<file path="config.mk">
export PLATFORM = sky130hd
export DESIGN_NAME = timestamped_pid_controller_core
export DESIGN_NICKNAME = d
export VERILOG_FILES = /design/src/design/tpid_pkg.sv /design/src/design/timestamped_pid_controller_core.sv
export VERILOG_INCLUDE_DIRS = /design/src /design/src/design
export SDC_FILE = /design/constraint.sdc
export NUM_CORES = 2
export LEC_CHECK = 0
export BUFFER_PORTS_ARGS = -buffer_cell sky130_fd_sc_hd__buf_2
export CAP_MARGIN = 40
export CORE_MARGIN = 4
export CORE_UTILIZATION = 55
export CTS_CLUSTER_SIZE = 8
export DETAILED_ROUTE_END_ITERATION = 8
export PLACE_DENSITY = 0.82
export SYNTH_ARGS = -nofsm -noshare
export SYNTH_HDL_FRONTEND = slang
export SYNTH_SLANG_ARGS = --single-unit
</file>
<file path="constraint.sdc">
create_clock -name aclk -period 7.1 [get_ports aclk]
set_input_delay 1.42 -clock aclk [delete_from_list [all_inputs] [get_ports aclk]]
set_output_delay 1.42 -clock aclk [all_outputs]
set_load 0.01 [all_outputs]
</file>
<file path="src/design/timestamped_pid_controller_core_assert.svh">
// ----------------------------------------------------------------------------
// Assertion macros for the timestamped PID controller core
// Clocked on aclk, disabled while aresetn is low.
// ----------------------------------------------------------------------------
`ifndef TIMESTAMPED_PID_CONTROLLER_CORE_ASSERT_SVH
`define TIMESTAMPED_PID_CONTROLLER_CORE_ASSERT_SVH

// consequent checked in the same cycle as the antecedent
`define TPID_ASSERT_SAME(label, ante, cons, msg) \
    label: assert property (@(posedge aclk) disable iff (!aresetn) \
        (ante) |-> (cons)) else $error(msg);

// consequent checked in the cycle after the antecedent
`define TPID_ASSERT_NEXT(label, ante, cons, msg) \
    label: assert property (@(posedge aclk) disable iff (!aresetn) \
        (ante) |=> (cons)) else $error(msg);

`endif

</file>
<file path="src/design/tpid_pkg.sv">
// ----------------------------------------------------------------------------
// tpid_pkg
// Types, widths and constants of the timestamped PID controller core.
// ----------------------------------------------------------------------------
package tpid_pkg;

    localparam int DATA_W    = 16;             // Q8.8 samples, gains, limits
    localparam int TS_W      = 32;             // timestamp field width
    localparam int S_DATA_W  = DATA_W + TS_W;  // input tdata width
    localparam int CFG_IDX_W = 3;
    localparam int ERR_W     = DATA_W + 1;     // error and measurement difference
    localparam int MC_W      = 56;             // multiplicand magnitude
    localparam int MP_W      = 16;             // multiplier magnitude, one bit a cycle
    localparam int PROD_W    = MC_W + MP_W;
    localparam int SAT_W     = PROD_W + 1;     // signed product
    localparam int INT_W     = 56;             // integral accumulator
    localparam int ACC_W     = INT_W + 2;      // integral update headroom
    localparam int NUM_W     = 31;             // derivative numerator magnitude
    localparam int SUM_W     = 64;             // Q48.16 term sum
    localparam int CNT_W     = 5;

    localparam logic [CNT_W-1:0] MUL_LAST = CNT_W'(MP_W - 1);
    localparam logic [CNT_W-1:0] DIV_LAST = CNT_W'(NUM_W - 1);

    // integral product saturation and accumulator limits
    localparam logic signed [SAT_W-1:0] INT_SAT_P = SAT_W'(1) << (INT_W - 1);
    localparam logic signed [SAT_W-1:0] INT_SAT_N = -INT_SAT_P;
    localparam logic signed [ACC_W-1:0] INT_STEP_P = ACC_W'(1) << (INT_W - 1);
    localparam logic signed [ACC_W-1:0] INT_STEP_N = -INT_STEP_P;
    localparam logic signed [ACC_W-1:0] INT_MAX_A = INT_STEP_P - ACC_W'(1);

    // integral term saturation, +-2^60
    localparam logic signed [SAT_W-1:0] ITERM_SAT_P = SAT_W'(1) << 60;
    localparam logic signed [SAT_W-1:0] ITERM_SAT_N = -ITERM_SAT_P;
    localparam logic signed [SUM_W-1:0] ITERM_P = SUM_W'(1) << 60;
    localparam logic signed [SUM_W-1:0] ITERM_N = -ITERM_P;

    localparam logic signed [SUM_W-1:0] ROUND_HALF = SUM_W'(128);

    localparam logic [CFG_IDX_W-1:0] REG_GAIN_P  = 3'd0;
    localparam logic [CFG_IDX_W-1:0] REG_GAIN_I  = 3'd1;
    localparam logic [CFG_IDX_W-1:0] REG_GAIN_D  = 3'd2;
    localparam logic [CFG_IDX_W-1:0] REG_TARGET  = 3'd3;
    localparam logic [CFG_IDX_W-1:0] REG_FLOOR   = 3'd4;
    localparam logic [CFG_IDX_W-1:0] REG_CEILING = 3'd5;

    localparam logic signed [DATA_W-1:0] GAIN_P_RST  = 16'sd256;
    localparam logic signed [DATA_W-1:0] FLOOR_RST   = -16'sd256;
    localparam logic signed [DATA_W-1:0] CEILING_RST = 16'sd256;

    typedef enum logic [6:0] {
        ST_IDLE   = 7'b0000001,
        ST_MUL    = 7'b0000010,
        ST_SIGN   = 7'b0000100,
        ST_POST   = 7'b0001000,
        ST_DIV    = 7'b0010000,
        ST_DSIGN  = 7'b0100000,
        ST_FINISH = 7'b1000000
    } state_t;

    typedef enum logic [1:0] {
        OP_INT = 2'd0,   // elapsed ticks times error
        OP_P   = 2'd1,   // proportional
        OP_D   = 2'd2,   // derivative numerator
        OP_I   = 2'd3    // integral term
    } op_t;

    function automatic logic [MP_W-1:0] mag_err(input logic signed [ERR_W-1:0] x);
        logic signed [ERR_W-1:0] n;
        n = -x;
        return x[ERR_W-1] ? n[MP_W-1:0] : x[MP_W-1:0];
    endfunction

    function automatic logic [DATA_W-1:0] mag_gain(input logic signed [DATA_W-1:0] x);
        logic [DATA_W-1:0] n;
        n = -x;
        return x[DATA_W-1] ? n : x;
    endfunction

    function automatic logic [INT_W-1:0] mag_int(input logic signed [INT_W-1:0] x);
        logic [INT_W-1:0] n;
        n = -x;
        return x[INT_W-1] ? n : x;
    endfunction

endpackage

</file>
<file path="src/design/timestamped_pid_controller_core.sv">
// ----------------------------------------------------------------------------
// timestamped_pid_controller_core
// PID controller on timestamped Q8.8 samples with a clamped Q8.8 drive output.
// ----------------------------------------------------------------------------
// Usage
//   s_ channel: one transfer per sample, tdata = {sample_time, measured_value}.
//   m_ channel: one transfer per sample, tdata = drive_value, tuser = was_clamped.
//   cfg_ port: one register write per cycle with cfg_wr_en high, indexes 0..5
//   (gains P/I/D, setpoint, floor, ceiling); other indexes are ignored. A
//   setpoint write clears the integral. Write only while the core is idle.
// Timing
//   Products come from one shared shift-add multiplier that retires one
//   multiplier bit per cycle, then a sign step and an update step; the
//   derivative quotient comes from a restoring divider, one quotient bit
//   per cycle, then a sign step. A sample occupies the core through the
//   integral update (if history), P, D with divide (if applied) and I (if used).
//   s_tready is high only while the sequencer is idle.
// Stall
//   The result sits in an output register until taken; the next sample is
//   accepted meanwhile and its result waits in the final step until free.
// Reset
//   Synchronous, active low: registers back to defaults, integral and sample
//   history cleared, both channels empty.
// ----------------------------------------------------------------------------
`include "timestamped_pid_controller_core_assert.svh"

module timestamped_pid_controller_core #(
    parameter int TIME_BITS = 32
) (
    input  logic                                aclk,
    input  logic                                aresetn,
    // config write port
    input  logic                                cfg_wr_en,
    input  logic [tpid_pkg::CFG_IDX_W-1:0]      cfg_index,
    input  logic [tpid_pkg::DATA_W-1:0]         cfg_wdata,
    // sample input
    input  logic                                s_tvalid,
    output logic                                s_tready,
    input  logic [tpid_pkg::S_DATA_W-1:0]       s_tdata,   // [15:0] measured_value,
                                                           // [47:16] sample_time
    // drive output
    output logic                                m_tvalid,
    input  logic                                m_tready,
    output logic [tpid_pkg::DATA_W-1:0]         m_tdata,   // [15:0] drive_value
    output logic [0:0]                          m_tuser    // [0] was_clamped
);

    // timestamps beyond the 32-bit field carry no information
    localparam int TW = (TIME_BITS < tpid_pkg::TS_W) ? TIME_BITS : tpid_pkg::TS_W;
    localparam int DW = tpid_pkg::DATA_W;
    localparam int EW = tpid_pkg::ERR_W;

    // ------------------------------------------------------------------
    // Registers
    // ------------------------------------------------------------------
    tpid_pkg::state_t state_reg, state_next;
    tpid_pkg::op_t    op_reg, op_next;
    logic [tpid_pkg::CNT_W-1:0] cnt_reg, cnt_next;

    logic signed [DW-1:0] gain_p_reg, gain_p_next;
    logic signed [DW-1:0] gain_i_reg, gain_i_next;
    logic signed [DW-1:0] gain_d_reg, gain_d_next;
    logic signed [DW-1:0] target_reg, target_next;
    logic signed [DW-1:0] floor_reg, floor_next;
    logic signed [DW-1:0] ceiling_reg, ceiling_next;

    logic signed [tpid_pkg::INT_W-1:0] integ_reg, integ_next;
    logic signed [DW-1:0]              last_meas_reg, last_meas_next;
    logic [TW-1:0]                     last_time_reg, last_time_next;
    logic                              have_last_reg, have_last_next;

    // per-sample working set
    logic                 prev_reg, prev_next;     // a previous sample existed
    logic signed [EW-1:0] err_reg, err_next;
    logic signed [EW-1:0] diff_reg, diff_next;
    logic signed [TW:0]   dt_reg, dt_next;

    // shift-add multiplier
    logic [tpid_pkg::MC_W-1:0]  mcand_reg, mcand_next;
    logic [tpid_pkg::MC_W-1:0]  acc_reg, acc_next;
    logic [tpid_pkg::MP_W-1:0]  mplier_reg, mplier_next;
    logic                       neg_reg, neg_next;
    logic signed [tpid_pkg::SAT_W-1:0] prod_s_reg, prod_s_next;

    // restoring divider
    logic [TW-1:0]              rem_reg, rem_next;
    logic [tpid_pkg::NUM_W-1:0] quo_reg, quo_next;

    logic signed [tpid_pkg::SUM_W-1:0] sum_reg, sum_next;

    // output register
    logic          m_valid_reg, m_valid_next;
    logic [DW-1:0] m_data_reg, m_data_next;
    logic          m_clamp_reg, m_clamp_next;

    // ------------------------------------------------------------------
    // Combinational datapath
    // ------------------------------------------------------------------
    logic                 s_accept;
    logic signed [DW-1:0] in_meas;
    logic [TW-1:0]        in_time;
    logic signed [EW-1:0] in_err;
    logic signed [EW-1:0] in_diff;
    logic signed [TW:0]   in_dt;
    logic signed [TW:0]   in_dt_neg;
    logic [TW-1:0]        in_dt_mag;

    logic [tpid_pkg::MC_W:0]    mul_sum;
    logic [tpid_pkg::PROD_W-1:0] prod_mag;

    logic [TW:0] div_shift;
    logic [TW:0] div_sub;
    logic        div_ge;

    logic        use_d;
    logic        use_i;

    logic signed [tpid_pkg::ACC_W-1:0] int_step;
    logic signed [tpid_pkg::ACC_W-1:0] int_sum;
    logic signed [tpid_pkg::SUM_W-1:0] iterm;
    logic signed [tpid_pkg::SUM_W-1:0] quo_ext;

    logic signed [tpid_pkg::SUM_W-1:0] ceil_s;
    logic signed [tpid_pkg::SUM_W-1:0] floor_s;
    logic signed [tpid_pkg::SUM_W-1:0] rounded;
    logic                              out_free;

    assign s_accept  = s_tvalid && s_tready;
    assign in_meas   = $signed(s_tdata[DW-1:0]);
    assign in_time   = s_tdata[DW +: TW];
    assign in_err    = $signed({target_reg[DW-1], target_reg}) -
                       $signed({in_meas[DW-1], in_meas});
    assign in_diff   = $signed({last_meas_reg[DW-1], last_meas_reg}) -
                       $signed({in_meas[DW-1], in_meas});
    assign in_dt     = $signed({1'b0, in_time}) - $signed({1'b0, last_time_reg});
    assign in_dt_neg = -in_dt;
    assign in_dt_mag = in_dt[TW] ? in_dt_neg[TW-1:0] : in_dt[TW-1:0];

    // one multiplier bit per cycle, product shifts down into mplier_reg
    assign mul_sum  = {1'b0, acc_reg} + (mplier_reg[0] ? {1'b0, mcand_reg} : '0);
    assign prod_mag = {acc_reg, mplier_reg};

    // one quotient bit per cycle; rem_reg stays below the positive dt
    assign div_shift = {rem_reg, quo_reg[tpid_pkg::NUM_W-1]};
    assign div_sub   = div_shift - {1'b0, dt_reg[TW-1:0]};
    assign div_ge    = (div_shift >= {1'b0, dt_reg[TW-1:0]});

    assign use_d = (gain_d_reg != '0) && prev_reg && !dt_reg[TW] && (dt_reg != '0);
    assign use_i = (gain_i_reg != '0);

    // elapsed * error, saturated, then accumulated with saturation
    always_comb begin
        if (prod_s_reg > tpid_pkg::INT_SAT_P) begin
            int_step = tpid_pkg::INT_STEP_P;
        end else if (prod_s_reg < tpid_pkg::INT_SAT_N) begin
            int_step = tpid_pkg::INT_STEP_N;
        end else begin
            int_step = prod_s_reg[tpid_pkg::ACC_W-1:0];
        end
        int_sum = int_step + $signed({{2{integ_reg[tpid_pkg::INT_W-1]}}, integ_reg});
    end

    always_comb begin
        if (prod_s_reg > tpid_pkg::ITERM_SAT_P) begin
            iterm = tpid_pkg::ITERM_P;
        end else if (prod_s_reg < tpid_pkg::ITERM_SAT_N) begin
            iterm = tpid_pkg::ITERM_N;
        end else begin
            iterm = prod_s_reg[tpid_pkg::SUM_W-1:0];
        end
    end

    assign quo_ext = $signed({{(tpid_pkg::SUM_W - tpid_pkg::NUM_W){1'b0}}, quo_reg});

    // limits in Q48.16; rounding is add half then floor
    assign ceil_s   = $signed({{(tpid_pkg::SUM_W - DW - 8){ceiling_reg[DW-1]}},
                               ceiling_reg, 8'd0});
    assign floor_s  = $signed({{(tpid_pkg::SUM_W - DW - 8){floor_reg[DW-1]}},
                               floor_reg, 8'd0});
    assign rounded  = sum_reg + tpid_pkg::ROUND_HALF;
    assign out_free = !m_valid_reg || m_tready;

    // ------------------------------------------------------------------
    // Sequencer
    // ------------------------------------------------------------------
    always_comb begin
        state_next     = state_reg;
        op_next        = op_reg;
        cnt_next       = cnt_reg;
        gain_p_next    = gain_p_reg;
        gain_i_next    = gain_i_reg;
        gain_d_next    = gain_d_reg;
        target_next    = target_reg;
        floor_next     = floor_reg;
        ceiling_next   = ceiling_reg;
        integ_next     = integ_reg;
        last_meas_next = last_meas_reg;
        last_time_next = last_time_reg;
        have_last_next = have_last_reg;
        prev_next      = prev_reg;
        err_next       = err_reg;
        diff_next      = diff_reg;
        dt_next        = dt_reg;
        mcand_next     = mcand_reg;
        acc_next       = acc_reg;
        mplier_next    = mplier_reg;
        neg_next       = neg_reg;
        prod_s_next    = prod_s_reg;
        rem_next       = rem_reg;
        quo_next       = quo_reg;
        sum_next       = sum_reg;
        m_valid_next   = m_valid_reg && !m_tready;
        m_data_next    = m_data_reg;
        m_clamp_next   = m_clamp_reg;

        case (state_reg)
            tpid_pkg::ST_IDLE: begin
                if (s_accept) begin
                    err_next       = in_err;
                    diff_next      = in_diff;
                    dt_next        = in_dt;
                    prev_next      = have_last_reg;
                    last_meas_next = in_meas;
                    last_time_next = in_time;
                    have_last_next = 1'b1;
                    acc_next       = '0;
                    cnt_next       = '0;
                    state_next     = tpid_pkg::ST_MUL;
                    if (have_last_reg) begin
                        op_next     = tpid_pkg::OP_INT;
                        mcand_next  = {{(tpid_pkg::MC_W - TW){1'b0}}, in_dt_mag};
                        mplier_next = tpid_pkg::mag_err(in_err);
                        neg_next    = in_dt[TW] ^ in_err[EW-1];
                    end else begin
                        op_next     = tpid_pkg::OP_P;
                        mcand_next  = {{(tpid_pkg::MC_W - DW){1'b0}},
                                       tpid_pkg::mag_gain(gain_p_reg)};
                        mplier_next = tpid_pkg::mag_err(in_err);
                        neg_next    = gain_p_reg[DW-1] ^ in_err[EW-1];
                    end
                end
            end

            tpid_pkg::ST_MUL: begin
                acc_next    = mul_sum[tpid_pkg::MC_W:1];
                mplier_next = {mul_sum[0], mplier_reg[tpid_pkg::MP_W-1:1]};
                cnt_next    = cnt_reg + 1'b1;
                if (cnt_reg == tpid_pkg::MUL_LAST) begin
                    state_next = tpid_pkg::ST_SIGN;
                end
            end

            tpid_pkg::ST_SIGN: begin
                prod_s_next = neg_reg ? -$signed({1'b0, prod_mag}) : $signed({1'b0, prod_mag});
                state_next  = tpid_pkg::ST_POST;
            end

            tpid_pkg::ST_POST: begin
                acc_next = '0;
                cnt_next = '0;
                case (op_reg)
                    tpid_pkg::OP_INT: begin
                        if (int_sum > tpid_pkg::INT_MAX_A) begin
                            integ_next = tpid_pkg::INT_MAX_A[tpid_pkg::INT_W-1:0];
                        end else if (int_sum < tpid_pkg::INT_STEP_N) begin
                            integ_next = tpid_pkg::INT_STEP_N[tpid_pkg::INT_W-1:0];
                        end else begin
                            integ_next = int_sum[tpid_pkg::INT_W-1:0];
                        end
                        op_next     = tpid_pkg::OP_P;
                        mcand_next  = {{(tpid_pkg::MC_W - DW){1'b0}},
                                       tpid_pkg::mag_gain(gain_p_reg)};
                        mplier_next = tpid_pkg::mag_err(err_reg);
                        neg_next    = gain_p_reg[DW-1] ^ err_reg[EW-1];
                        state_next  = tpid_pkg::ST_MUL;
                    end
                    tpid_pkg::OP_P: begin
                        sum_next = prod_s_reg[tpid_pkg::SUM_W-1:0];
                        if (use_d) begin
                            op_next     = tpid_pkg::OP_D;
                            mcand_next  = {{(tpid_pkg::MC_W - DW){1'b0}},
                                           tpid_pkg::mag_gain(gain_d_reg)};
                            mplier_next = tpid_pkg::mag_err(diff_reg);
                            neg_next    = gain_d_reg[DW-1] ^ diff_reg[EW-1];
                            state_next  = tpid_pkg::ST_MUL;
                        end else if (use_i) begin
                            op_next     = tpid_pkg::OP_I;
                            mcand_next  = tpid_pkg::mag_int(integ_reg);
                            mplier_next = tpid_pkg::mag_gain(gain_i_reg);
                            neg_next    = gain_i_reg[DW-1] ^ integ_reg[tpid_pkg::INT_W-1];
                            state_next  = tpid_pkg::ST_MUL;
                        end else begin
                            state_next = tpid_pkg::ST_FINISH;
                        end
                    end
                    tpid_pkg::OP_D: begin
                        // divide the magnitude, sign restored afterwards
                        quo_next   = prod_mag[tpid_pkg::NUM_W-1:0];
                        rem_next   = '0;
                        state_next = tpid_pkg::ST_DIV;
                    end
                    tpid_pkg::OP_I: begin
                        sum_next   = sum_reg + iterm;
                        state_next = tpid_pkg::ST_FINISH;
                    end
                    default: begin
                        state_next = tpid_pkg::ST_FINISH;
                    end
                endcase
            end

            tpid_pkg::ST_DIV: begin
                rem_next = div_ge ? div_sub[TW-1:0] : div_shift[TW-1:0];
                quo_next = {quo_reg[tpid_pkg::NUM_W-2:0], div_ge};
                cnt_next = cnt_reg + 1'b1;
                if (cnt_reg == tpid_pkg::DIV_LAST) begin
                    state_next = tpid_pkg::ST_DSIGN;
                end
            end

            tpid_pkg::ST_DSIGN: begin
                sum_next = neg_reg ? sum_reg - quo_ext : sum_reg + quo_ext;
                acc_next = '0;
                cnt_next = '0;
                if (use_i) begin
                    op_next     = tpid_pkg::OP_I;
                    mcand_next  = tpid_pkg::mag_int(integ_reg);
                    mplier_next = tpid_pkg::mag_gain(gain_i_reg);
                    neg_next    = gain_i_reg[DW-1] ^ integ_reg[tpid_pkg::INT_W-1];
                    state_next  = tpid_pkg::ST_MUL;
                end else begin
                    state_next = tpid_pkg::ST_FINISH;
                end
            end

            tpid_pkg::ST_FINISH: begin
                if (out_free) begin
                    m_valid_next = 1'b1;
                    state_next   = tpid_pkg::ST_IDLE;
                    if (sum_reg > ceil_s) begin
                        // floor wins when the limits cross
                        m_data_next  = (ceiling_reg < floor_reg) ? floor_reg : ceiling_reg;
                        m_clamp_next = 1'b1;
                    end else if (sum_reg < floor_s) begin
                        m_data_next  = floor_reg;
                        m_clamp_next = 1'b1;
                    end else begin
                        m_data_next  = rounded[DW+7:8];
                        m_clamp_next = 1'b0;
                    end
                end
            end

            default: begin
                state_next = tpid_pkg::ST_IDLE;
            end
        endcase

        // register writes: the user writes only while idle, the core does not enforce it
        if (cfg_wr_en) begin
            case (cfg_index)
                tpid_pkg::REG_GAIN_P:  gain_p_next  = cfg_wdata;
                tpid_pkg::REG_GAIN_I:  gain_i_next  = cfg_wdata;
                tpid_pkg::REG_GAIN_D:  gain_d_next  = cfg_wdata;
                tpid_pkg::REG_TARGET: begin
                    target_next = cfg_wdata;
                    integ_next  = '0;
                end
                tpid_pkg::REG_FLOOR:   floor_next   = cfg_wdata;
                tpid_pkg::REG_CEILING: ceiling_next = cfg_wdata;
                default: ;
            endcase
        end
    end

    // ------------------------------------------------------------------
    // Control and architectural state
    // ------------------------------------------------------------------
    always_ff @(posedge aclk) begin
        if (!aresetn) begin
            state_reg     <= tpid_pkg::ST_IDLE;
            op_reg        <= tpid_pkg::OP_INT;
            cnt_reg       <= '0;
            gain_p_reg    <= tpid_pkg::GAIN_P_RST;
            gain_i_reg    <= '0;
            gain_d_reg    <= '0;
            target_reg    <= '0;
            floor_reg     <= tpid_pkg::FLOOR_RST;
            ceiling_reg   <= tpid_pkg::CEILING_RST;
            integ_reg     <= '0;
            last_meas_reg <= '0;
            last_time_reg <= '0;
            have_last_reg <= 1'b0;
            m_valid_reg   <= 1'b0;
        end else begin
            state_reg     <= state_next;
            op_reg        <= op_next;
            cnt_reg       <= cnt_next;
            gain_p_reg    <= gain_p_next;
            gain_i_reg    <= gain_i_next;
            gain_d_reg    <= gain_d_next;
            target_reg    <= target_next;
            floor_reg     <= floor_next;
            ceiling_reg   <= ceiling_next;
            integ_reg     <= integ_next;
            last_meas_reg <= last_meas_next;
            last_time_reg <= last_time_next;
            have_last_reg <= have_last_next;
            m_valid_reg   <= m_valid_next;
        end
    end

    // working registers, no reset needed
    always_ff @(posedge aclk) begin
        prev_reg    <= prev_next;
        err_reg     <= err_next;
        diff_reg    <= diff_next;
        dt_reg      <= dt_next;
        mcand_reg   <= mcand_next;
        acc_reg     <= acc_next;
        mplier_reg  <= mplier_next;
        neg_reg     <= neg_next;
        prod_s_reg  <= prod_s_next;
        rem_reg     <= rem_next;
        quo_reg     <= quo_next;
        sum_reg     <= sum_next;
        m_data_reg  <= m_data_next;
        m_clamp_reg <= m_clamp_next;
    end

    assign s_tready = (state_reg == tpid_pkg::ST_IDLE);
    assign m_tvalid = m_valid_reg;
    assign m_tdata  = m_data_reg;
    assign m_tuser  = m_clamp_reg;

    // ------------------------------------------------------------------
    // Assertions
    // ------------------------------------------------------------------
    `TPID_ASSERT_NEXT(a_busy_after_accept, s_accept, !s_tready, "core ready right after a transfer")
    `TPID_ASSERT_SAME(a_div_rem_bound, state_reg == tpid_pkg::ST_DIV, rem_reg < dt_reg[TW-1:0], "divider remainder not below divisor")
    `TPID_ASSERT_SAME(a_div_only_forward, state_reg == tpid_pkg::ST_DIV, prev_reg && !dt_reg[TW] && dt_reg != '0, "derivative divide without a forward time step")
    `TPID_ASSERT_NEXT(a_finish_holds, state_reg == tpid_pkg::ST_FINISH && m_tvalid && !m_tready, state_reg == tpid_pkg::ST_FINISH, "result overwrote a stalled output")

endmodule

</file>
* Word level (Yosys, flattened, before mapping)
Index checks and enable logic that the tools add are counted.
Storage, ports and cells: word-level logic and storage cells 194, input bits 72, output and inout port bits 19, flip-flop bits (word level) 630
Operators by class: bitwise logic cells 5, $add $sub $neg 20, magnitude comparators 10, reductions and logical operators 37, equality and inequality tests 24, mux-type cells 69
Operators with widths (count):
- 2-to-1 mux 56 bit | 12
- one-hot mux 56 bit (3 select lines) | 2
- one-hot mux 64 bit (2 select lines) | 2
- 2-to-1 mux 16 bit | 12
- 2-to-1 mux 64 bit | 3
- 2-to-1 mux 32 bit | 4
- 2-to-1 mux 58 bit | 2
- one-hot mux 56 bit (2 select lines) | 1
- negation 16 bit | 6
- > comparator 73 x 57 -> 1 bit (second input constant) | 1
- > comparator 73 x 62 -> 1 bit (second input constant) | 1
- < comparator 73 x 56 -> 1 bit (second input constant) | 1
- < comparator 73 x 61 -> 1 bit (second input constant) | 1
- negation 72 -> 73 bit | 1
- 2-to-1 mux 72 bit | 1
- adder 64 x 32 -> 64 bit | 1
- adder 64 bit | 1
- > comparator 64 x 24 -> 1 bit | 1
- < comparator 64 x 24 -> 1 bit | 1
- one-hot mux 16 bit (4 select lines) | 1
- one-hot mux 32 bit (2 select lines) | 1
- subtractor 64 x 32 -> 64 bit | 1
- one-hot mux 31 bit (2 select lines) | 1
- adder 58 x 56 -> 58 bit | 1
- other kinds (57) | 106

* Longest topological paths before layout
word-level depth 11, gate-level depth with buffers 24, depth with buffers taken out 23

* Worst setup path after synthesis
Ideal clock, no wire load.
path type reg2reg, start point register state_reg[3], end point register state_reg[0], setup time 0.382 ns, period minus slack after synthesis 7.276 ns, buffers on the path 0, required time 6.718 ns, stages on the path, launching flop included 5, arrival time 6.894 ns, path slack -0.176 ns, cell sequence dfxtp_1 or3_1 or3_1 nor3b_1 o21ai_0
Between the ends: cells in the longest elaborated chain, start to end 4, elaborated cells on any way between the ends 14, classes of those cells eq/ne (11); mux (1); reduce/logical (2)
Ends and longest elaborated chain:
- from (decl) | RTL line timestamped_pid_controller_core.sv:56 | tpid_pkg::state_t state_reg, state_next;
- from (signal assigned) | RTL line timestamped_pid_controller_core.sv:381 | state_reg <= tpid_pkg::ST_IDLE;
- from (signal assigned) | RTL line timestamped_pid_controller_core.sv:396 | state_reg <= state_next;
- equality test 7 x 1 -> 1 bit | RTL line timestamped_pid_controller_core.sv:216, timestamped_pid_controller_core.sv:431
- logical AND 1 bit | RTL line timestamped_pid_controller_core.sv:128 | assign s_accept = s_tvalid && s_tready;
- inequality test 2 x 1 -> 1 bit (no source line)
- AND reduction 4 bit (no source line)
Several ways; a longest one is shown, not always the timed one. A chain may end at the register's enable or synchronous reset.

* Final worst setup path
start point register prod_s_reg[0] (netlist name), end point register sum_reg[57] (netlist name), data pin
Between the ends: cells in the longest elaborated chain, start to end 6, elaborated cells on any way between the ends 7, classes of those cells add/sub (1); order compare (2); mux (4)
Ends and longest elaborated chain:
- from (decl) | RTL line timestamped_pid_controller_core.sv:83 | logic signed [tpid_pkg::SAT_W-1:0] prod_s_reg, prod_s_next;
- from (signal assigned) | RTL line timestamped_pid_controller_core.sv:423 | prod_s_reg <= prod_s_next;
- < comparator 73 x 61 -> 1 bit | RTL line timestamped_pid_controller_core.sv:166 | end else if (prod_s_reg < tpid_pkg::ITERM_SAT_N) begin
- 2-to-1 mux 64 bit | RTL line timestamped_pid_controller_core.sv:166
- 2-to-1 mux 64 bit * | RTL line timestamped_pid_controller_core.sv:164 | if (prod_s_reg > tpid_pkg::ITERM_SAT_P) begin
- adder 64 bit * | RTL line timestamped_pid_controller_core.sv:303 | sum_next = sum_reg + iterm;
- one-hot mux 64 bit (2 select lines) * | RTL line timestamped_pid_controller_core.sv:261 | case (op_reg)
- one-hot mux 64 bit (2 select lines) * | RTL line timestamped_pid_controller_core.sv:216 | case (state_reg)
- named net sum_next, one bit | RTL line timestamped_pid_controller_core.sv:89 | logic signed [tpid_pkg::SUM_W-1:0] sum_reg, sum_next;
- to (signal assigned) | RTL line timestamped_pid_controller_core.sv:426 | sum_reg <= sum_next;
- to (decl) | RTL line timestamped_pid_controller_core.sv:89
The timed path passes the listed nets; every way through them passes the cells marked *.

==> metrics.cfg <==
[sta]
relSlewSlack=0.361
timing_max_transition_violations_final=0
rsz0062_at_grt=false
fin_crit_sh=0.921
skew_ps=49.7
setup_tns_ps=0
hold_viol_final=0
fmax_ghz=0.153
worst_slew_pin_slew_ps=959
min_period_ps=6540
setup_viol=0

[logic_synthesis]
synth_ff_type=edfxtp_1
avgSynthCellArea_um2=8.28
ys_warn_count=0
synthMuxAreaShare=0.0135
synth-seq-area-share=0.309
synthCells=6540
synth_edf_count=414
synth-compound-area-share=0.240
synth_xor_xnor_area_share=0.0873
ys_types=92
synth_top_family_by_area=compound AO/OA/AOI/OAI gates
syn_area_um2=54200
yosys.area_share.simple=0.197
synthArstFlopShare=0
synth_fp_nets=7096
ys_ff_latch=630
synthAdderAreaFrac=0.113

[clock_network]
cts.reportedPaths.clkPinSlew_ps=50
cts_buffers=89
post-cts-setup-buffers=0
cts_tree=done
cts_resized=0
max-clock-path-buffers=3
cts_max_level=3
cts-root-buf=clkbuf_16
clk_latency_ps=680
ctsHoldBuffers=0
cts_sinks=630

[global_routing]
grt.total_usage=0.306
grt_overflow=0
antenna_found_initial=4
grt_pass1_wl_um=256000
grt_max_degree=86
grt_pass1_vias=46765

[layout]
drive_gt1_frac=0.0578
nNetsFinal=7044
design_area_um2=58500
layout_common_cells=799 x nand2_1, 541 x a21oi_1, 476 x nor2_1, 476 x ha_1, 414 x edfxtp_1
syn2layout_area_growth_pct=7.92
largest_register_ffs=73
final_common_cell=nand2_1

[floorplan]
start_util=0.558
die_area_um2=104000
rows=114
die_height_um=322
chipWidth_um=322
core_region_area_um2=97100
io_pins=91

[placed_design]
place_area_um2=55800
io_buffers=90
dp_hpwl_um=126000
gp_congestion=1.00

[route]
wirelength_um=165000
drt-vias-per-instance=6.44
drt_pre_antenna_iters=7
drc=0
ant_nets=0
num_vias=50454
wl_per_cell_um=21.1
drt_iter0_drc=5799

[critical_path]
crit_arrival_ps=6900
start_kind=flop
critical_path.endpoint_type=flop
worst_r2r_path_depth=23
criticalPathCategory=reg2reg
critPathMaxFanout=19
required_ps=7460

[power]
pwr_density_cell_nw_per_um2=301
p_leak_nw=23.4
ir_worst_vdd_v=0.000236

[min_path]
worstHoldPathCells=2
min_path_type=reg2reg

[outcome]
status=completed

[run]
drv_cap=0

## metrics by stage
step,power [mW],instances,hold slack (ps),setup WS (ps),utilization
2_1_floorplan,11.2,6540,422,546,-
3_3_place_gp,13.0,7665,451,701,0.574
3_5_place_dp,13.2,7673,457,706,0.575
4_1_cts,17.4,7829,464,674,0.602
5_1_grt,18.5,7831,478,349,0.602
6_report,17.6,7831,460,563,0.602
## path summary, 6_finish.rpt
check        slack (ps)           endpoint              start
min                 460  last_time_reg[11]  last_time_reg[11]
min reg2reg         460  last_time_reg[11]  last_time_reg[11]
max                 560        sum_reg[57]      prod_s_reg[0]
max reg2reg         560        sum_reg[57]      prod_s_reg[0]
## logic make-up (layout without fill, tap and decap cells)
family | after synthesis | in the layout
DFF | 630 | 630
muxes | 70 | 70
buffers and inverters | 577 | 590
other | 0 | 2
and+or+nand+nor | 2226 | 2226
xor gates and xnor gates | 540 | 540
AOI/OAI and AO/OA | 2013 | 2013
adders and majority gates | 484 | 484
## report_power, final
| part | switching, mW | total, mW | internal, mW |
|---|---|---|---|
| logic | 4.86 | 7.83 | 2.97 |
| registers | 0.757 | 5.66 | 4.90 |
| clock network | 1.67 | 4.08 | 2.42 |
| total | 7.29 | 17.6 | 10.3 |
## worst max-delay path, cell delays in order (launching register included)
cell and delay (ps):
edfxtp_1 470, nor4_1 300, buf_4 190, nand4_1 200, nor4_1 530, buf_4 230
nand3_1 70, and3_1 200, a21oi_2 130, buf_4 270, and2_1 170, ha_1 220
o21ai_0 190, o21ai_0 270, nand4_1 230, a211oi_1 620, o21ai_0 290, a2111o_1 500
a211oi_1 310, buf_4 190, o211ai_1 100, a21o_1 200, a311oi_1 260, a21oi_1 60
## cell usage after synthesis (44+ instances only)
cell type | number | area [µm²]
nand2b_1 | 66 | 413
a21oi_1 | 546 | 2730
dfxtp_1 | 216 | 4320
nor4_1 | 60 | 375
nand3_1 | 112 | 561
and2_1 | 207 | 1290
o21a_1 | 57 | 428
or3_1 | 63 | 394
nor3_1 | 114 | 571
o21bai_1 | 49 | 368
xor2_1 | 206 | 1800
inv_1 | 270 | 1010
a211oi_1 | 86 | 646
nand4_1 | 95 | 594
a21o_1 | 221 | 1660
xnor2_1 | 334 | 2930
o211ai_1 | 44 | 330
mux2i_1 | 44 | 440
o31ai_1 | 80 | 601
a31oi_1 | 69 | 432
nor2_1 | 476 | 1790
nor2b_1 | 55 | 344
clkbuf_1 | 282 | 1060
nand2_1 | 802 | 3010
o21ai_0 | 412 | 2060
edfxtp_1 | 414 | 12400
a21boi_0 | 154 | 1160
ha_1 | 476 | 5960
## layer usage
layer	vias up	GRT usage	part of all wire
li1	23841	-	-
met1	23851	0.437	0.43
met2	2443	0.476	0.44
met3	317	0.0535	0.10
met4	2	0.0926	0.031
met5	-	0	0.00034
## final cells by class
type / instances / area [µm²]
inverters: 272 / 1020
diodes: 2 / 5.00
fillers: 8355 / 38700
clock buffers: 153 / 2550
multi-input cells: 5333 / 35400
well taps: 1276 / 1600
flip-flops and latches: 630 / 16800
clock inverters: 3 / 58.8
repair buffers: 162 / 1100
Power figures use the tool's default switching activity.
